File: config.mk
export PLATFORM = sky130hd
export DESIGN_NAME = fastq_record_framer
export DESIGN_NICKNAME = d
export VERILOG_FILES = /design/src/design/fqrf_pkg.sv /design/src/design/fastq_record_framer.sv /design/src/design/fqrf_front.sv /design/src/design/fqrf_back.sv
export VERILOG_INCLUDE_DIRS = /design/src /design/src/design
export SDC_FILE = /design/constraint.sdc
export NUM_CORES = 1
export LEC_CHECK = 0
export BUFFER_PORTS_ARGS = -buffer_cell sky130_fd_sc_hd__buf_2
export CORE_MARGIN = 5
export CORE_UTILIZATION = 30
export CTS_BUF_LIST = sky130_fd_sc_hd__clkbuf_4 sky130_fd_sc_hd__clkbuf_8 sky130_fd_sc_hd__clkbuf_16
export CTS_CLUSTER_DIAMETER = 120
export DETAILED_ROUTE_END_ITERATION = 16
export GPL_TIMING_DRIVEN = 1
export MAX_ROUTING_LAYER = met4
export SETUP_SLACK_MARGIN = 0.15
export SYNTH_ARGS = -nofsm -noshare
export SYNTH_HDL_FRONTEND = slang
export SYNTH_HIERARCHICAL = 1
export SYNTH_SLANG_ARGS = --single-unit
File: constraint.sdc
create_clock -name clk -period 12.8 [get_ports clk]
set_input_delay 2.56 -clock clk [delete_from_list [all_inputs] [get_ports clk]]
set_output_delay 2.56 -clock clk [all_outputs]
set_load 0.01 [all_outputs]
File: src/design/fastq_record_framer_defines.svh
// ---------------------------------------------------------------------------
// fastq_record_framer_defines
// assertion macros used by the top-level framer source
// ---------------------------------------------------------------------------
`ifndef FASTQ_RECORD_FRAMER_DEFINES_SVH
`define FASTQ_RECORD_FRAMER_DEFINES_SVH

`ifndef SYNTHESIS

`define FQRF_ASSERT_IMPLY(lbl, ante, cons) \
  lbl: assert property (@(posedge clk) disable iff (!rst_n) (ante) |-> (cons)) \
    else $error("framer check failed");

`define FQRF_ASSERT_NEXT(lbl, ante, cons) \
  lbl: assert property (@(posedge clk) disable iff (!rst_n) (ante) |=> (cons)) \
    else $error("framer check failed");

`else

`define FQRF_ASSERT_IMPLY(lbl, ante, cons)

`define FQRF_ASSERT_NEXT(lbl, ante, cons)

`endif

`endif

File: src/design/fqrf_pkg.sv
// ---------------------------------------------------------------------------
// fqrf_pkg
// types and constants of the sequencing record framer
// ---------------------------------------------------------------------------
package fqrf_pkg;

  localparam int MAX_SEQ_LEN  = 4096;
  localparam int MAX_HEAD_LEN = 1023;

  localparam int POS_W  = 24;
  localparam int HEAD_W = 10;
  localparam int SEQ_W  = 12;
  localparam int LL_W   = 13;
  localparam int STAT_W = 3;

  // classify queue and result queue depths, powers of two
  localparam int CQ_DEPTH = 4;
  localparam int CQ_AW    = $clog2(CQ_DEPTH);
  localparam int RQ_DEPTH = 2;
  localparam int RQ_AW    = $clog2(RQ_DEPTH);

  localparam logic [7:0] CH_AT = 8'h40;
  localparam logic [7:0] CH_LF = 8'h0A;
  localparam logic [7:0] CH_CR = 8'h0D;
  localparam logic [7:0] CH_SP = 8'h20;

  localparam logic [STAT_W-1:0] ST_OK         = 3'd0;
  localparam logic [STAT_W-1:0] ST_BAD_TITLE  = 3'd1;
  localparam logic [STAT_W-1:0] ST_EMPTY_PLUS = 3'd2;
  localparam logic [STAT_W-1:0] ST_MISMATCH   = 3'd3;
  localparam logic [STAT_W-1:0] ST_TOO_LONG   = 3'd4;
  localparam logic [STAT_W-1:0] ST_TRUNC      = 3'd5;

  localparam logic CFG_USE_HEADERS   = 1'b0;
  localparam logic CFG_KEEP_COMMENTS = 1'b1;

  typedef enum logic [1:0] {
    LN_TITLE,
    LN_BASES,
    LN_PLUS,
    LN_QUAL
  } line_t;

  typedef struct packed {
    logic is_lf;
    logic is_cr;
    logic is_at;
    logic is_sp;
    logic last;
  } cls_t;

  typedef struct packed {
    logic       use_headers;
    logic       keep_comments;
  } cfg_t;

  typedef struct packed {
    logic [STAT_W-1:0] status;
    logic [POS_W-1:0]  record_offset;
    logic [HEAD_W-1:0] head_len;
    logic [POS_W-1:0]  seq_offset;
    logic [SEQ_W-1:0]  seq_len;
    logic [POS_W-1:0]  qual_offset;
  } res_t;

endpackage

File: src/design/fastq_record_framer.sv
// ---------------------------------------------------------------------------
// fastq_record_framer
// splits a byte stream into four-line sequencing records
// ---------------------------------------------------------------------------
// Takes one byte beat per cycle, sustained, whenever the result queue has
// room. A byte passes a four-entry classify queue and then the line tracker,
// which writes the result of the record that the byte ends into a two-entry
// result queue, where it waits until popped. Configuration is read when a
// record is emitted; write it only while the block is idle.
module fastq_record_framer (
  input  logic        clk,
  input  logic        rst_n,
  input  logic        push,
  output logic        full,
  input  logic [7:0]  in_data_byte,
  input  logic        in_chunk_end,
  output logic        empty,
  input  logic        pop,
  output logic [2:0]  out_status,
  output logic [23:0] out_record_offset,
  output logic [9:0]  out_head_len,
  output logic [23:0] out_seq_offset,
  output logic [11:0] out_seq_len,
  output logic [23:0] out_qual_offset,
  input  logic        cfg_we,
  input  logic        cfg_index,
  input  logic        cfg_data
);
  import fqrf_pkg::*;

  `include "fastq_record_framer_defines.svh"

  cfg_t cfg_r;
  logic cls_valid, cls_pop;
  cls_t cls_beat;
  res_t res_head;

  always_ff @(posedge clk) begin
    if (!rst_n) begin
      cfg_r.use_headers   <= 1'b1;
      cfg_r.keep_comments <= 1'b0;
    end else if (cfg_we) begin
      unique case (cfg_index)
        CFG_USE_HEADERS:   cfg_r.use_headers   <= cfg_data;
        CFG_KEEP_COMMENTS: cfg_r.keep_comments <= cfg_data;
        default: cfg_r <= cfg_r;
      endcase
    end
  end

  fqrf_front u_front (
    .clk          (clk),
    .rst_n        (rst_n),
    .push         (push),
    .full         (full),
    .in_data_byte (in_data_byte),
    .in_chunk_end (in_chunk_end),
    .cls_valid    (cls_valid),
    .cls_beat     (cls_beat),
    .cls_pop      (cls_pop)
  );

  fqrf_back u_back (
    .clk       (clk),
    .rst_n     (rst_n),
    .cfg       (cfg_r),
    .cls_valid (cls_valid),
    .cls_beat  (cls_beat),
    .cls_pop   (cls_pop),
    .empty     (empty),
    .pop       (pop),
    .res_head  (res_head)
  );

  assign out_status        = res_head.status;
  assign out_record_offset = res_head.record_offset;
  assign out_head_len      = res_head.head_len;
  assign out_seq_offset    = res_head.seq_offset;
  assign out_seq_len       = res_head.seq_len;
  assign out_qual_offset   = res_head.qual_offset;

  `FQRF_ASSERT_IMPLY(a_status_known, !empty, out_status <= ST_TRUNC)
  `FQRF_ASSERT_IMPLY(a_err_fields_zero, !empty && out_status != ST_OK,
    out_head_len == '0 && out_seq_len == '0 && out_seq_offset == '0 && out_qual_offset == '0)
  `FQRF_ASSERT_IMPLY(a_head_off, !empty && out_status == ST_OK && !cfg_r.use_headers,
    out_head_len == '0)
  `FQRF_ASSERT_NEXT(a_empty_holds, empty && !push && !cls_valid, empty)

endmodule

File: src/design/fqrf_front.sv
// ---------------------------------------------------------------------------
// fqrf_front
// accepts raw bytes, classifies them and queues the classified beats
// ---------------------------------------------------------------------------
module fqrf_front (
  input  logic               clk,
  input  logic               rst_n,
  input  logic               push,
  output logic               full,
  input  logic [7:0]         in_data_byte,
  input  logic               in_chunk_end,
  output logic               cls_valid,
  output fqrf_pkg::cls_t     cls_beat,
  input  logic               cls_pop
);
  import fqrf_pkg::*;

  cls_t             q_r [CQ_DEPTH];
  logic [CQ_AW-1:0] wr_ptr_r, wr_ptr_nxt;
  logic [CQ_AW-1:0] rd_ptr_r, rd_ptr_nxt;
  logic [CQ_AW:0]   cnt_r, cnt_nxt;
  logic             do_push, do_pop;
  cls_t             cls_in;

  always_comb begin
    cls_in.is_lf = (in_data_byte == CH_LF);
    cls_in.is_cr = (in_data_byte == CH_CR);
    cls_in.is_at = (in_data_byte == CH_AT);
    cls_in.is_sp = (in_data_byte == CH_SP);
    cls_in.last  = in_chunk_end;
  end

  assign full      = (cnt_r == (CQ_AW+1)'(CQ_DEPTH));
  assign cls_valid = (cnt_r != '0);
  assign cls_beat  = q_r[rd_ptr_r];
  assign do_push   = push && !full;
  assign do_pop    = cls_pop && cls_valid;

  always_comb begin
    wr_ptr_nxt = do_push ? wr_ptr_r + 1'b1 : wr_ptr_r;
    rd_ptr_nxt = do_pop ? rd_ptr_r + 1'b1 : rd_ptr_r;
    cnt_nxt    = cnt_r + (CQ_AW+1)'(do_push) - (CQ_AW+1)'(do_pop);
  end

  always_ff @(posedge clk) begin
    if (!rst_n) begin
      wr_ptr_r <= '0;
      rd_ptr_r <= '0;
      cnt_r    <= '0;
    end else begin
      wr_ptr_r <= wr_ptr_nxt;
      rd_ptr_r <= rd_ptr_nxt;
      cnt_r    <= cnt_nxt;
    end
  end

  always_ff @(posedge clk) begin
    if (do_push) begin
      q_r[wr_ptr_r] <= cls_in;
    end
  end

endmodule

File: src/design/fqrf_back.sv
// ---------------------------------------------------------------------------
// fqrf_back
// line tracker: walks the record lines and queues finished results
// ---------------------------------------------------------------------------
module fqrf_back (
  input  logic               clk,
  input  logic               rst_n,
  input  fqrf_pkg::cfg_t     cfg,
  input  logic               cls_valid,
  input  fqrf_pkg::cls_t     cls_beat,
  output logic               cls_pop,
  output logic               empty,
  input  logic               pop,
  output fqrf_pkg::res_t     res_head
);
  import fqrf_pkg::*;

  line_t              line_r, line_nxt;
  logic [LL_W-1:0]    ll_r, ll_nxt;
  logic [HEAD_W-1:0]  title_len_r, title_len_nxt;
  logic [HEAD_W-1:0]  head_len_r, head_len_nxt;
  logic               space_r, space_nxt;
  logic               title_ok_r, title_ok_nxt;
  logic               cr_pend_r, cr_pend_nxt;
  logic               halted_r, halted_nxt;
  logic [POS_W-1:0]   pos_r, pos_nxt;
  logic [POS_W-1:0]   rec_start_r, rec_start_nxt;
  logic [POS_W-1:0]   bases_start_r, bases_start_nxt;
  logic [POS_W-1:0]   qual_start_r, qual_start_nxt;
  logic [SEQ_W-1:0]   base_cnt_r, base_cnt_nxt;

  res_t               oq_r [RQ_DEPTH];
  logic [RQ_AW-1:0]   owr_r, ord_r;
  logic [RQ_AW:0]     ocnt_r;
  logic               opop, room, step;
  logic               emit, fin_q, term;
  res_t               res;

  assign opop     = pop && !empty;
  assign empty    = (ocnt_r == '0);
  assign room     = (ocnt_r != (RQ_AW+1)'(RQ_DEPTH)) || opop;
  assign step     = cls_valid && room;
  assign cls_pop  = step;
  assign res_head = oq_r[ord_r];
  assign term     = cls_beat.is_lf || cls_beat.is_cr;

  always_comb begin
    line_nxt        = line_r;
    ll_nxt          = ll_r;
    title_len_nxt   = title_len_r;
    head_len_nxt    = head_len_r;
    space_nxt       = space_r;
    title_ok_nxt    = title_ok_r;
    cr_pend_nxt     = cr_pend_r;
    halted_nxt      = halted_r;
    pos_nxt         = pos_r;
    rec_start_nxt   = rec_start_r;
    bases_start_nxt = bases_start_r;
    qual_start_nxt  = qual_start_r;
    base_cnt_nxt    = base_cnt_r;
    emit            = 1'b0;
    fin_q           = 1'b0;
    res             = '0;

    if (step) begin
      if (!halted_r) begin
        if (cr_pend_r && cls_beat.is_lf) begin
          cr_pend_nxt = 1'b0;
        end else begin
          cr_pend_nxt = cls_beat.is_cr;
          unique case (line_r)
            LN_TITLE: begin
              if (title_len_r == '0) rec_start_nxt = pos_r;
              if (term) begin
                if (title_len_r == '0 || !title_ok_r) begin
                  emit       = 1'b1;
                  res.status = ST_BAD_TITLE;
                end else begin
                  line_nxt = LN_BASES;
                  ll_nxt   = '0;
                end
              end else begin
                if (title_len_r == '0) title_ok_nxt = cls_beat.is_at;
                if (title_len_r < HEAD_W'(MAX_HEAD_LEN)) title_len_nxt = title_len_r + 1'b1;
                if (cls_beat.is_sp) space_nxt = 1'b1;
                if (!(space_r || cls_beat.is_sp) && head_len_r < HEAD_W'(MAX_HEAD_LEN)) begin
                  head_len_nxt = head_len_r + 1'b1;
                end
              end
            end
            LN_BASES: begin
              if (ll_r == '0) bases_start_nxt = pos_r;
              if (term) begin
                base_cnt_nxt = ll_r[SEQ_W-1:0];
                ll_nxt       = '0;
                line_nxt     = LN_PLUS;
              end else if (ll_r >= LL_W'(MAX_SEQ_LEN - 1)) begin
                emit       = 1'b1;
                res.status = ST_TOO_LONG;
              end else begin
                ll_nxt = ll_r + 1'b1;
              end
            end
            LN_PLUS: begin
              if (term) begin
                if (ll_r == '0) begin
                  emit       = 1'b1;
                  res.status = ST_EMPTY_PLUS;
                end else begin
                  ll_nxt   = '0;
                  line_nxt = LN_QUAL;
                end
              end else if (ll_r < LL_W'(MAX_SEQ_LEN)) begin
                ll_nxt = ll_r + 1'b1;
              end
            end
            LN_QUAL: begin
              if (ll_r == '0) qual_start_nxt = pos_r;
              if (term) begin
                fin_q = 1'b1;
              end else if (ll_r < LL_W'(MAX_SEQ_LEN)) begin
                ll_nxt = ll_r + 1'b1;
              end
            end
            default: begin
              line_nxt = LN_TITLE;
            end
          endcase
        end

        // chunk close on a record still open
        if (cls_beat.last && !emit && !fin_q) begin
          if (line_nxt == LN_QUAL) begin
            fin_q = 1'b1;
          end else if (!(line_nxt == LN_TITLE && title_len_nxt == '0)) begin
            emit       = 1'b1;
            res.status = ST_TRUNC;
          end
        end

        if (fin_q) begin
          emit = 1'b1;
          if (ll_nxt != {1'b0, base_cnt_nxt}) begin
            res.status = ST_MISMATCH;
          end else begin
            res.status      = ST_OK;
            res.head_len    = cfg.use_headers ?
                              (cfg.keep_comments ? title_len_nxt : head_len_nxt) : '0;
            res.seq_offset  = bases_start_nxt;
            res.seq_len     = base_cnt_nxt;
            res.qual_offset = qual_start_nxt;
            line_nxt        = LN_TITLE;
            ll_nxt          = '0;
            title_len_nxt   = '0;
            head_len_nxt    = '0;
            space_nxt       = 1'b0;
            title_ok_nxt    = 1'b0;
            base_cnt_nxt    = '0;
          end
        end
        if (emit && res.status != ST_OK) halted_nxt = 1'b1;
        res.record_offset = rec_start_nxt;
      end

      if (cls_beat.last) begin
        line_nxt        = LN_TITLE;
        ll_nxt          = '0;
        title_len_nxt   = '0;
        head_len_nxt    = '0;
        space_nxt       = 1'b0;
        title_ok_nxt    = 1'b0;
        base_cnt_nxt    = '0;
        cr_pend_nxt     = 1'b0;
        halted_nxt      = 1'b0;
        pos_nxt         = '0;
        rec_start_nxt   = '0;
        bases_start_nxt = '0;
        qual_start_nxt  = '0;
      end else begin
        pos_nxt = pos_r + 1'b1;
      end
    end
  end

  always_ff @(posedge clk) begin
    if (!rst_n) begin
      line_r        <= LN_TITLE;
      ll_r          <= '0;
      title_len_r   <= '0;
      head_len_r    <= '0;
      space_r       <= 1'b0;
      title_ok_r    <= 1'b0;
      cr_pend_r     <= 1'b0;
      halted_r      <= 1'b0;
      pos_r         <= '0;
      rec_start_r   <= '0;
      bases_start_r <= '0;
      qual_start_r  <= '0;
      base_cnt_r    <= '0;
      owr_r         <= '0;
      ord_r         <= '0;
      ocnt_r        <= '0;
    end else begin
      line_r        <= line_nxt;
      ll_r          <= ll_nxt;
      title_len_r   <= title_len_nxt;
      head_len_r    <= head_len_nxt;
      space_r       <= space_nxt;
      title_ok_r    <= title_ok_nxt;
      cr_pend_r     <= cr_pend_nxt;
      halted_r      <= halted_nxt;
      pos_r         <= pos_nxt;
      rec_start_r   <= rec_start_nxt;
      bases_start_r <= bases_start_nxt;
      qual_start_r  <= qual_start_nxt;
      base_cnt_r    <= base_cnt_nxt;
      if (emit) owr_r <= owr_r + 1'b1;
      if (opop) ord_r <= ord_r + 1'b1;
      ocnt_r        <= ocnt_r + (RQ_AW+1)'(emit) - (RQ_AW+1)'(opop);
    end
  end

  always_ff @(posedge clk) begin
    if (emit) begin
      oq_r[owr_r] <= res;
    end
  end

endmodule
==> results.py <==
metrics = {
    "floorplan": {
        "die_w_um": 254.0,
        "ios": 115,
        "core_area_mm2": 0.05902,
        "start_util_pct": 30.25,
        "die_h_um": 254.0,
        "dieArea_mm2": 0.06450,
        "row_count": 89,
    },
    "clock_network": {
        "clockBufferDepth": 3,
        "clock-sinks": 377,
        "clk_pin_slew_ns": 0.06,
        "cts_resized": 0,
        "clock_latency_ns": 0.58,
        "hold_buffers": 0,
        "cts-root-buf": "clkbuf_16",
        "cts_made_buffers": 41,
        "htreeDepth": 2,
        "cts_tree": "yes",
        "postCtsSetupBuffers": 0,
    },
    "global_route": {
        "antenna_found_initial": 3,
        "gr-total-overflow": 0,
        "grtUsageTotal_pct": 15.95,
        "grt_max_degree": 85,
        "grt_pass1_vias": 12749,
        "grt_first_pass_wirelength_mm": 78.52,
    },
    "synth": {
        "ys_ff_latch": 377,
        "ys.flop_type": "edfxtp_1",
        "synth_cell_type_count": 96,
        "syn_area_mm2": 0.01786,
        "syn_nets": 1738,
        "synth_edf_count": 214,
        "synth.yosys.warnings": 6,
        "ys_seq_area_share_pct": 54.26,
        "netlist_instances": 1706,
        "avgSynthCellArea_um2": 10.47,
        "async_reset_ff_share_pct": 0,
    },
    "critical_path": {
        "critPathMaxFanout": 65,
        "worstSetupPathType": "reg2reg",
        "crit_required_ns": 12.97,
        "cp.arrival_ns": 5.78,
        "critPathLaunchType": "flip-flop",
        "end_kind": "flip-flop",
    },
    "min_path": {
        "hold_path_class": "reg2reg",
    },
    "routing": {
        "via_per_inst": 5.273,
        "ant_nets": 0,
        "routed_wl_mm": 52.03,
        "first_iter_violations": 1300,
        "dr.pass1.iters": 5,
        "wl_per_cell_um": 20.25,
        "drc": 0,
        "vias": 13547,
    },
    "sta": {
        "fin_setup_tns_ns": 0,
        "relSlewSlack_pct": 17.13,
        "period_share_pct": 43.79,
        "min_period_ns": 5.605,
        "skew_ns": 0.04130,
        "tightest_slew_ns": 1.240,
        "setup-violations-final": 0,
        "final-hold-violation-count": 0,
        "slew_viol_final": 0,
        "fmax_mhz": 178.4,
        "rsz0062_at_grt": "false",
        "worst_slack_ns": 7.195,
    },
    "placed_design": {
        "dpl.cell_count": 2489,
        "dp_hpwl_mm": 35.22,
        "routabilityCongestion": 0.9438,
        "numPortBuffers": 114,
        "pre_cts_slack_ns": 7.150,
    },
    "finish": {
        "fin_cells": 2569,
        "area_growth_pct": 14.69,
        "layout-drive-gt1-share_pct": 20.20,
        "final.fill_count": 5864,
        "final_nets": 1791,
    },
    "run": {
        "maxCapViolations": 0,
    },
    "run_status": {
        "status": "complete, no violations",
    },
    "pwr": {
        "irDropWorstVdd_v": 0.0001423,
        "p_leak_nw": 6.764,
        "power_mw": 4.044,
        "power_density_mw_per_mm2": 197.5,
    },
}
Yosys cell counts (8+ instances only):
cell type  count  area share (%)
a21oi_1      107             3.0
mux2_2       101             6.4
a22oi_1       75             3.2
o21ai_0       30            0.84
buf_2         19            0.53
nand4b_1       8            0.39
and2_1        35             1.2
ha_1          15             1.1
and3_1        16            0.56
nand4_1       20            0.70
nand3_1       44             1.2
nor2b_1        9            0.32
edfxtp_1     214              36
mux2i_1       16            0.90
nand2_1      232             4.9
and4_1        11            0.54
inv_1         23            0.48
xor2_1        22             1.1
xnor2_1       24             1.2
nor2_1       178             3.7
nor3_1        28            0.78
a211oi_1      19            0.80
clkbuf_1      95             2.0
o21a_1         9            0.38
dfxtp_1      163              18
nor4_1        19            0.67
a32o_1         9            0.50
cell usage in the layout (no fill, tap or decap), types with 9 or more instances in the layout:
| master | instances |
|---|---|
| nand2_1 | 232 |
| edfxtp_1 | 214 |
| nor2_1 | 176 |
| dfxtp_1 | 162 |
| buf_2 | 114 |
| a21oi_1 | 107 |
| mux2_2 | 101 |
| a22oi_1 | 75 |
| nand3_1 | 43 |
| clkbuf_16 | 41 |
| and2_1 | 35 |
| o21ai_0 | 29 |
| nor3_1 | 27 |
| buf_4 | 25 |
| xnor2_1 | 24 |
| inv_1 | 22 |
| xor2_1 | 22 |
| nand4_1 | 20 |
| nor4_1 | 19 |
| a211oi_1 | 19 |
| mux2i_1 | 16 |
| and3_1 | 16 |
| ha_1 | 15 |
| clkinv_2 | 12 |
| and4_1 | 11 |
| nor2b_1 | 9 |
| o21a_1 | 9 |
| a32o_1 | 9 |
through the flow:
step | util, % | cell area (um^2) | hold WS [ns]
3_5_place_dp | 32.32 | 19070 | 0.4503
5_1_grt | 34.69 | 20480 | 0.4819
6_report | 34.70 | 20480 | 0.4572
4_1_cts | 34.68 | 20470 | 0.4587
2_1_floorplan | - | 17860 | 0.4312
3_3_place_gp | 32.32 | 19070 | 0.4392
worst paths after layout:
path	from	end	slack, ns	cells past startpoint
setup / recovery	flip-flop	u_back/oq_r[1][22]	7.19	11
hold / removal	u_back/base_cnt_r[1]	u_back/base_cnt_r[1]	0.46	2
setup reg to reg	flip-flop	u_back/oq_r[1][22]	7.19	11
hold reg to reg	u_back/base_cnt_r[1]	u_back/base_cnt_r[1]	0.46	2
sequential cells by signal (all words and copies together), names as in the netlist, named ones only:
register / cells
cfg_r: 2
u_back/cr_pend_r: 1
u_back/space_r: 1
u_back/ll_r: 13
u_back/pos_r: 24
u_back/ocnt_r: 2
u_front/rd_ptr_r: 2
u_back/oq_r: 194
u_back/base_cnt_r: 12
u_back/title_len_r: 10
u_back/title_ok_r: 1
u_front/wr_ptr_r: 2
u_front/q_r: 20
u_back/line_r: 2
u_back/halted_r: 1
u_back/bases_start_r: 24
u_back/qual_start_r: 24
u_back/head_len_r: 10
u_front/cnt_r: 3
u_back/ord_r: 1
u_back/rec_start_r: 24
u_back/owr_r: 1
critical path, stage by stage, from the launching register on:
cell and delay, ns:
dfxtp_1 0.50, mux4_2 0.71, or4_1 0.71, nor4_1 0.43, mux2i_1 0.21, o2111ai_1 0.15, nor4_1 0.14, o21ai_1 0.23
o21ai_1 0.10, nand2b_1 0.29, nor2_4 0.80, buf_4 0.84
cell families after synthesis:
family / after synthesis / synth area share, %
compound gates: 340 / 13.20
xor+xnor: 46 / 2.256
fa+ha+maj: 16 / 1.163
buf+inv: 155 / 3.672
flops: 377 / 54.26
mux: 123 / 7.960
simple gates: 649 / 17.48
per-layer routing:
metal	vias to the layer above	wire, um	track usage, %
li1	6343	-	-
met2	482	23490	23.74
met1	6653	23560	22.40
met4	0	1003	3.713
met3	69	3975	3.480
met5	-	0	-
where the power goes:
part / switching (mW) / total (mW) / internal, mW
registers: 0.0797 / 1.63 / 1.55
clock network: 0.507 / 1.22 / 0.711
logic: 0.808 / 1.20 / 0.391
total: 1.39 / 4.04 / 2.65
layout make-up:
type,instances,area (um^2),share of cell area [%]
Inverter,26,97.59,0.4766
Clock buffer,47,1071,5.230
Clock inverter,29,324.1,1.582
Tap cell,773,967.2,4.723
Timing Repair Buffer,139,758.2,3.703
Antenna cell,4,10.01,0.04888
Sequential cell,377,9693,47.33
Multi-Input combinational cell,1174,7557,36.90
(Power assumes the default switching activity.)
